### config.mk
export PLATFORM = sky130hd
export DESIGN_NAME = button_debounce_press_timer_flat
export DESIGN_NICKNAME = d
export VERILOG_FILES = /design/src/design/bdpt_pkg.sv /design/src/design/bdpt_if.sv /design/src/design/bdpt_core.sv /design/src/design/bdpt_out_reg.sv /design/src/design/button_debounce_press_timer.sv /design/src/flat_wrapper.sv
export SDC_FILE = /design/constraint.sdc
export NUM_CORES = 1
export LEC_CHECK = 0
export ABC_CLOCK_PERIOD_IN_PS = 5400
export BUFFER_PORTS_ARGS = -buffer_cell sky130_fd_sc_hd__clkbuf_2
export CAP_MARGIN = 20
export CORE_ASPECT_RATIO = 0.9
export CORE_UTILIZATION = 50
export DETAILED_ROUTE_END_ITERATION = 8
export PLACE_DENSITY = 0.71
export SETUP_SLACK_MARGIN = 0.15
export SKIP_CTS_REPAIR_TIMING = 1
export SYNTH_ARGS = -nofsm -noshare
export SYNTH_HDL_FRONTEND = slang
export SYNTH_SLANG_ARGS = --single-unit
### constraint.sdc
create_clock -name i_clk -period 5.4 [get_ports i_clk]
set_input_delay 0.27 -clock i_clk [delete_from_list [all_inputs] [get_ports i_clk]]
set_output_delay 0.27 -clock i_clk [all_outputs]
set_load 0.01 [all_outputs]
### src/design/bdpt_pkg.sv
// ----------------------------------------------------------------------------
// bdpt_pkg
// shared widths, reset value, state codes and result type of the button
// debounce and press timer
// ----------------------------------------------------------------------------
package bdpt_pkg;

    localparam int TICK_W = 32;
    localparam int CNT_W  = 8;

    // settle count after reset
    localparam logic [CNT_W-1:0] SETTLE_RESET = 8'd40;

    typedef enum logic [1:0] {
        ST_UP      = 2'd0,
        ST_FALLING = 2'd1,
        ST_DOWN    = 2'd2,
        ST_RISING  = 2'd3
    } t_db_state;

    // result of one update beat, handed from the core to the output register
    typedef struct packed {
        logic              valid;
        logic [TICK_W-1:0] press_duration;
    } t_bdpt_res;

endpackage

### src/design/bdpt_if.sv
// ----------------------------------------------------------------------------
// bdpt interfaces
// valid/ready channels for update beats, result beats and the settle count
// ----------------------------------------------------------------------------
interface bdpt_in_if;
    logic                        valid;
    logic                        ready;
    logic                        pin_level;
    logic [bdpt_pkg::TICK_W-1:0] now_ticks;

    modport source (output valid, output pin_level, output now_ticks, input ready);
    modport sink   (input valid, input pin_level, input now_ticks, output ready);
endinterface

interface bdpt_out_if;
    logic                        valid;
    logic                        ready;
    logic [bdpt_pkg::TICK_W-1:0] press_duration;

    modport source (output valid, output press_duration, input ready);
    modport sink   (input valid, input press_duration, output ready);
endinterface

interface bdpt_cfg_if;
    logic                       valid;
    logic                       ready;
    logic [bdpt_pkg::CNT_W-1:0] settle_count;

    modport source (output valid, output settle_count, input ready);
    modport sink   (input valid, input settle_count, output ready);
endinterface

### src/design/bdpt_core.sv
// ----------------------------------------------------------------------------
// bdpt_core
// debounce state machine, settle counters and press start capture
// ----------------------------------------------------------------------------
module bdpt_core (
    input  logic                        i_clk,
    input  logic                        i_rst_n,
    input  logic                        i_valid,
    input  logic                        i_pin_level,
    input  logic [bdpt_pkg::TICK_W-1:0] i_now_ticks,
    input  logic [bdpt_pkg::CNT_W-1:0]  i_settle_count,
    output bdpt_pkg::t_bdpt_res         o_res
);
    import bdpt_pkg::*;

    t_db_state         r_state, n_state;
    logic [CNT_W-1:0]  r_fall_cnt, n_fall_cnt;
    logic [CNT_W-1:0]  r_rise_cnt, n_rise_cnt;
    logic [TICK_W-1:0] r_press_start, n_press_start;
    logic              fall_done;
    logic              rise_done;

    assign fall_done = (r_fall_cnt >= i_settle_count);
    assign rise_done = (r_rise_cnt >= i_settle_count);

    always_ff @(posedge i_clk) begin
        if (!i_rst_n) begin
            r_state       <= ST_UP;
            r_fall_cnt    <= '0;
            r_rise_cnt    <= '0;
            r_press_start <= '0;
        end else begin
            r_state       <= n_state;
            r_fall_cnt    <= n_fall_cnt;
            r_rise_cnt    <= n_rise_cnt;
            r_press_start <= n_press_start;
        end
    end

    always_comb begin
        n_state              = r_state;
        n_fall_cnt           = r_fall_cnt;
        n_rise_cnt           = r_rise_cnt;
        n_press_start        = r_press_start;
        o_res.valid          = 1'b0;
        o_res.press_duration = i_now_ticks - r_press_start;
        if (i_valid) begin
            case (r_state)
                ST_UP: begin
                    if (!i_pin_level) begin
                        n_state = ST_FALLING;
                    end
                end
                ST_DOWN: begin
                    if (i_pin_level) begin
                        n_state = ST_RISING;
                    end
                end
                ST_FALLING: begin
                    // a decided count restarts at one, not at zero
                    if (fall_done) begin
                        n_fall_cnt = 8'd1;
                        if (!i_pin_level) begin
                            n_state       = ST_DOWN;
                            n_press_start = i_now_ticks;
                        end else begin
                            n_state = ST_UP;
                        end
                    end else begin
                        n_fall_cnt = r_fall_cnt + 8'd1;
                    end
                end
                ST_RISING: begin
                    if (rise_done) begin
                        n_rise_cnt = 8'd1;
                        if (i_pin_level) begin
                            n_state     = ST_UP;
                            o_res.valid = 1'b1;
                        end else begin
                            n_state = ST_DOWN;
                        end
                    end else begin
                        n_rise_cnt = r_rise_cnt + 8'd1;
                    end
                end
                default: begin
                    n_state = ST_UP;
                end
            endcase
        end
    end

    a_res_only_on_release: assert property (@(posedge i_clk) disable iff (!i_rst_n)
        o_res.valid |-> (i_valid && r_state == ST_RISING && i_pin_level && rise_done))
        else $error("result outside a confirmed release");

    a_press_to_falling: assert property (@(posedge i_clk) disable iff (!i_rst_n)
        (i_valid && r_state == ST_UP && !i_pin_level) |=> (r_state == ST_FALLING))
        else $error("press level in up did not start falling");

    a_fall_cnt_step: assert property (@(posedge i_clk) disable iff (!i_rst_n)
        (i_valid && r_state == ST_FALLING)
        |=> (r_fall_cnt == $past(r_fall_cnt) + 8'd1 || r_fall_cnt == 8'd1))
        else $error("fall counter did not step");

    a_press_start_capture: assert property (@(posedge i_clk) disable iff (!i_rst_n)
        (i_valid && r_state == ST_FALLING && fall_done && !i_pin_level)
        |=> (r_state == ST_DOWN && r_press_start == $past(i_now_ticks)))
        else $error("confirmed press not captured");

endmodule

### src/design/bdpt_out_reg.sv
// ----------------------------------------------------------------------------
// bdpt_out_reg
// result register holding one press duration beat until it is taken
// ----------------------------------------------------------------------------
module bdpt_out_reg (
    input  logic                        i_clk,
    input  logic                        i_rst_n,
    input  logic                        i_load,
    input  bdpt_pkg::t_bdpt_res         i_res,
    input  logic                        i_ready,
    output logic                        o_valid,
    output logic [bdpt_pkg::TICK_W-1:0] o_press_duration,
    output logic                        o_free
);
    import bdpt_pkg::*;

    logic              r_valid;
    logic [TICK_W-1:0] r_data;

    // room for a new beat when empty or when the held beat leaves now
    assign o_free = !r_valid || i_ready;

    always_ff @(posedge i_clk) begin
        if (!i_rst_n) begin
            r_valid <= 1'b0;
        end else if (i_load && i_res.valid) begin
            r_valid <= 1'b1;
        end else if (i_ready) begin
            r_valid <= 1'b0;
        end
    end

    always_ff @(posedge i_clk) begin
        if (i_load && i_res.valid) begin
            r_data <= i_res.press_duration;
        end
    end

    assign o_valid          = r_valid;
    assign o_press_duration = r_data;

    a_no_overwrite: assert property (@(posedge i_clk) disable iff (!i_rst_n)
        (r_valid && !i_ready) |-> !i_load)
        else $error("load while a stalled beat is held");

    a_held_data: assert property (@(posedge i_clk) disable iff (!i_rst_n)
        (r_valid && !i_ready) |=> (r_valid && $stable(r_data)))
        else $error("stalled result beat changed");

    a_load_sets_valid: assert property (@(posedge i_clk) disable iff (!i_rst_n)
        (i_load && i_res.valid) |=> r_valid)
        else $error("loaded result not shown");

endmodule

### src/design/button_debounce_press_timer.sv
// ----------------------------------------------------------------------------
// button_debounce_press_timer
// Debounces an active-low push button and reports how long each press lasts.
// Every update beat carries the sampled pin level (0 pressed, 1 released) and
// the current tick count. A four-state machine (up, falling, down, rising)
// filters the pin; while falling or rising a settle counter runs, and once it
// has reached the settle count the pin level of that beat decides the edge.
// The counters are not cleared on entering their state. A confirmed press
// stores the tick count; a confirmed release sends one result beat holding
// the press length in ticks, modulo 2^32. The block takes one update beat
// per clock; the beat is handled in the same cycle by the state machine and
// its result lands in a single output register, so an update is accepted
// whenever that register is empty or being emptied, and results appear in
// the cycle after their update. The settle count (reset 40) is written
// through the config channel, which is always ready; write it only while no
// beat is in flight.
// ----------------------------------------------------------------------------
module button_debounce_press_timer (
    input  logic       i_clk,
    input  logic       i_rst_n,
    bdpt_in_if.sink    i_in,
    bdpt_cfg_if.sink   i_cfg,
    bdpt_out_if.source o_out
);
    import bdpt_pkg::*;

    logic [CNT_W-1:0] r_settle_count;
    logic             in_accept;
    logic             out_free;
    t_bdpt_res        core_res;

    // settle count register, always open for a write beat
    assign i_cfg.ready = 1'b1;

    always_ff @(posedge i_clk) begin
        if (!i_rst_n) begin
            r_settle_count <= SETTLE_RESET;
        end else if (i_cfg.valid) begin
            r_settle_count <= i_cfg.settle_count;
        end
    end

    // an update beat is taken whenever its possible result has a place to go
    assign i_in.ready = out_free;
    assign in_accept  = i_in.valid && out_free;

    // state machine, counters and press start
    bdpt_core u_core (
        .i_clk          (i_clk),
        .i_rst_n        (i_rst_n),
        .i_valid        (in_accept),
        .i_pin_level    (i_in.pin_level),
        .i_now_ticks    (i_in.now_ticks),
        .i_settle_count (r_settle_count),
        .o_res          (core_res)
    );

    // result register toward the consumer
    bdpt_out_reg u_out_reg (
        .i_clk            (i_clk),
        .i_rst_n          (i_rst_n),
        .i_load           (in_accept),
        .i_res            (core_res),
        .i_ready          (o_out.ready),
        .o_valid          (o_out.valid),
        .o_press_duration (o_out.press_duration),
        .o_free           (out_free)
    );

endmodule
### src/flat_wrapper.sv
// flat-port wrapper written by rule: the top's interface ports become plain ports
module button_debounce_press_timer_flat import bdpt_pkg::*;
  (i_clk, i_rst_n, i_in_valid, i_in_pin_level, i_in_now_ticks, i_in_ready, i_cfg_valid, i_cfg_settle_count, i_cfg_ready, o_out_valid, o_out_press_duration, o_out_ready);
  bdpt_in_if i_in_i ();
  bdpt_cfg_if i_cfg_i ();
  bdpt_out_if o_out_i ();
  input  logic i_clk;
  input  logic i_rst_n;
  input wire logic [$bits(i_in_i.valid)-1:0] i_in_valid;
  input wire logic [$bits(i_in_i.pin_level)-1:0] i_in_pin_level;
  input wire logic [$bits(i_in_i.now_ticks)-1:0] i_in_now_ticks;
  output wire logic [$bits(i_in_i.ready)-1:0] i_in_ready;
  input wire logic [$bits(i_cfg_i.valid)-1:0] i_cfg_valid;
  input wire logic [$bits(i_cfg_i.settle_count)-1:0] i_cfg_settle_count;
  output wire logic [$bits(i_cfg_i.ready)-1:0] i_cfg_ready;
  output wire logic [$bits(o_out_i.valid)-1:0] o_out_valid;
  output wire logic [$bits(o_out_i.press_duration)-1:0] o_out_press_duration;
  input wire logic [$bits(o_out_i.ready)-1:0] o_out_ready;
  assign i_in_i.valid = i_in_valid;
  assign i_in_i.pin_level = i_in_pin_level;
  assign i_in_i.now_ticks = i_in_now_ticks;
  assign i_in_ready = i_in_i.ready;
  assign i_cfg_i.valid = i_cfg_valid;
  assign i_cfg_i.settle_count = i_cfg_settle_count;
  assign i_cfg_ready = i_cfg_i.ready;
  assign o_out_valid = o_out_i.valid;
  assign o_out_press_duration = o_out_i.press_duration;
  assign o_out_i.ready = o_out_ready;
  button_debounce_press_timer u_core (.i_clk(i_clk), .i_rst_n(i_rst_n), .i_in(i_in_i), .i_cfg(i_cfg_i), .o_out(o_out_i));
endmodule
==> results.toml <==
[power]
p_sw_share_pct = 23.8
power_switching_mw = 0.378
p_leak_nw = 2.76
pwr-share-clk_pct = 41.7
seq_power_share_pct = 45.5
power_density_mw_per_mm2 = 245
combPwrFrac_pct = 12.9
p_int_mw = 1.21
total_power_mw = 1.59
vdd_drop_max_mv = 0.211

[placed_design]
dp.cells = 808
dpl.hpwl_mm = 9.23
io_buffers = 79
gp_congestion = 0.883
dp_slack_ps = 2570

[setup_path]
cp.arrival_ps = 3080
end_kind = "register"
regToRegEndpoint = "u_core.u_core.r_press_start[17]$_SDFFE_PN0P_"
crit_chain = "inv_1 -> ha_1 -> nand2b_1 -> a21o_1 -> a21oi_2 -> o22ai_2 -> o221ai_4 -> buf_4 -> mux2i_1 -> nor2b_1"
path_class = "register to register"
cpMaxStageDelayCell = "o221ai_4"
ff2ff_setup_slack_ps = 2560
critPathLaunchType = "register"
worstReg2RegStart = "u_core.u_core.r_fall_cnt[0]$_SDFFE_PN0P_"
cp_slowest_stage_delay_ps = 630
worstPathMaxFanout = 17
reg2reg_depth = 10
cp.required_ps = 5640

[routing]
drt_iter0_markers = 194
wl_mm = 12.2
drt-pass1-iter-count = 5
postRouteAntennaNets = 0
wl_per_cell_microns = 14.8
drc = 0
vias_per_cell = 5.37
via_count = 4427

[synthesis]
yosysSeqAreaShare_pct = 37.6
synth-seq-cells = 91
ys_warn_count = 0
avgSynthCellArea_sq_um = 9.59
synth_top_cells_by_area = "dfxtp_1 21%, edfxtp_1 17%, ha_1 11%"
yosysMostFrequentCell = "dfxtp_1"
synth_nets = 690
syn_inst = 594
synth_edf_count = 32
synth_commonest_cells = "59 x dfxtp_1, 52 x inv_1, 49 x ha_1"
synth_top_area_share_pct = 20.7
yosysTopAreaCell = "dfxtp_1"
synth_cell_type_count = 67
synth.cell_area_sq_mm = 0.00570
async_reset_ff_share_pct = 0
ys.flop_type = "dfxtp_1"

[sta]
fin_ws_ps = 2560
post-route-period-util_pct = 52.6
worst_pin_slew_ps = 813
final-max-slew-violation-count = 0
fin_crit_ps = 2840
grt_setup_unrepaired = "no"
setup_viol = 0
fmax_ghz = 0.352
fin_skew_ps = 10.1
finalSetupTns_ps = 0
hold_viol_final = 0
relSlewSlack_pct = 45.8

[die]
num_io_pins = 81
core_sq_mm = 0.0109
die_h_microns = 103
dieArea_sq_mm = 0.0118
initial_core_util_pct = 52.0
die_w_microns = 115
rows = 36

[clock_tree]
root_buffer = "clkbuf_16"
tritoncts = "done"
cts.clk_slew.worst_paths_ps = 70
cts_buffer_depth = 2
numCtsBuffers = 9
clock-sinks = 91
clock_latency_ps = 350
htree_levels = 3

[status]
status = "finished clean"

[cells_and_area]
final.fill_count = 959
seqCellArea_sq_mm = 0.00214
multi_input_area_sq_mm = 0.00322
fin_util_pct = 59.2
fin_nets = 763
area_growth_pct = 13.7
drive_gt1_share_pct = 18.5
antenna_cells = 0
stdcell_count = 824

[global_route]
track_usage_pct = 21.7
grt_pass1_wl_mm = 19.9
grt_start_max_net_pins = 47
grt_pass1_vias = 4229
grt-ovfl-total = 0
antenna_found_initial = 0

[worst_hold_path]
hold_depth = 3
hold_path_end = "u_core.r_settle_count[3]$_SDFFE_PN1P_"
hp-class = "primary input to register"
hold_start = "i_cfg_settle_count[3]"

[flow_run]
drv_cap = 0
-- layout make-up --
type	instances	share of cell area [%]
inverter	53	3.07
tap	152	2.94
timing repair buffer	81	6.34
clock buffer	12	3.65
sequential	91	33.1
multi-input combinational	431	49.8
clock inverter	4	1.16
-- cell usage in the layout (no fill, tap or decap), types with 27 or more instances in the layout --
| master | n |
|---|---|
| clkbuf_2 | 79 |
| nor2_1 | 35 |
| a21oi_1 | 31 |
| nand2_1 | 36 |
| mux2i_1 | 39 |
| dfxtp_1 | 59 |
| nor2b_1 | 40 |
| edfxtp_1 | 32 |
| inv_1 | 52 |
| xor2_1 | 27 |
| ha_1 | 49 |
-- stage by stage --
step / instance area, sq um / hold WS, ps
3_3_place_gp: 6160 / 494
6_report: 6470 / 149
3_5_place_dp: 6160 / 498
5_1_grt: 6470 / 158
4_1_cts: 6470 / 141
2_1_floorplan: 5700 / 400
-- registers in the layout, summed over array words and instances (netlist names), named ones only --
| register | cells |
|---|---|
| u_core.u_core.r_fall_cnt | 8 |
| u_core.u_core.r_state | 1 |
| u_core.r_settle_count | 8 |
| u_core.u_core.r_press_start | 32 |
| u_core.u_out_reg.o_press_duration | 32 |
| u_core.u_core.r_rise_cnt | 8 |
| u_core.u_out_reg.o_valid | 1 |
-- power groups by stage --
stage | Sequential [mW] | Combinational [mW] | Clock, mW
global placement | 0.736 | 0.199 | 0
global route | 0.722 | 0.226 | 0.703
detailed placement | 0.737 | 0.201 | 0
finish | 0.722 | 0.205 | 0.661
floorplan | 0.736 | 0.148 | 0
CTS | 0.722 | 0.203 | 0.674
-- cells by family (layout without fill, tap and decap cells) --
group | after synthesis | after routing | synth area share, %
buffers and inverters | 72 | 150 | 5.95
muxes | 39 | 39 | 6.85
and+or+nand+nor | 164 | 164 | 15.0
other | 1 | 1 | 0.0658
AOI/OAI and AO/OA | 135 | 135 | 17.0
xor gates and xnor gates | 42 | 42 | 6.46
adders and majority gates | 50 | 50 | 11.1
DFF | 91 | 91 | 37.6
-- worst max-delay path: cells and delay by family, from the launching register on --
family | cells | cell delay, ps
and+or+nand+nor | 2 | 200
adders and majority gates | 1 | 280
AOI/OAI and AO/OA | 4 | 1080
muxes | 1 | 250
DFF | 1 | 410
buffers and inverters | 2 | 520
-- worst max-delay path by stage --
stage	cells past startpoint	start	to	slack [ps]
floorplan	7	u_core.u_core.r_rise_cnt[0]$_SDFFE_PN0P_	u_core.u_out_reg.o_press_duration[0]$_DFFE_PP_	690
global placement	10	u_core.u_core.r_fall_cnt[0]$_SDFFE_PN0P_	u_core.u_core.r_press_start[15]$_SDFFE_PN0P_	2640
detailed placement	10	u_core.u_core.r_fall_cnt[0]$_SDFFE_PN0P_	u_core.u_core.r_press_start[26]$_SDFFE_PN0P_	2570
CTS	10	u_core.u_core.r_fall_cnt[0]$_SDFFE_PN0P_	u_core.u_core.r_press_start[26]$_SDFFE_PN0P_	2550
global route	10	u_core.u_core.r_fall_cnt[0]$_SDFFE_PN0P_	u_core.u_core.r_press_start[28]$_SDFFE_PN0P_	2380
finish	10	u_core.u_core.r_fall_cnt[0]$_SDFFE_PN0P_	u_core.u_core.r_press_start[17]$_SDFFE_PN0P_	2560
-- metal layers --
metal  vias to the layer above  share of wire [%]  global-route usage [%]
met4                         0                2.2                    8.19
li1                       2225                  -                       -
met3                        20                5.7                    5.65
met1                      2063                 46                    27.6
met2                       119                 46                    35.7
met5                         -                  0                       0
Note: power is estimated with default switching activity, not from simulation.
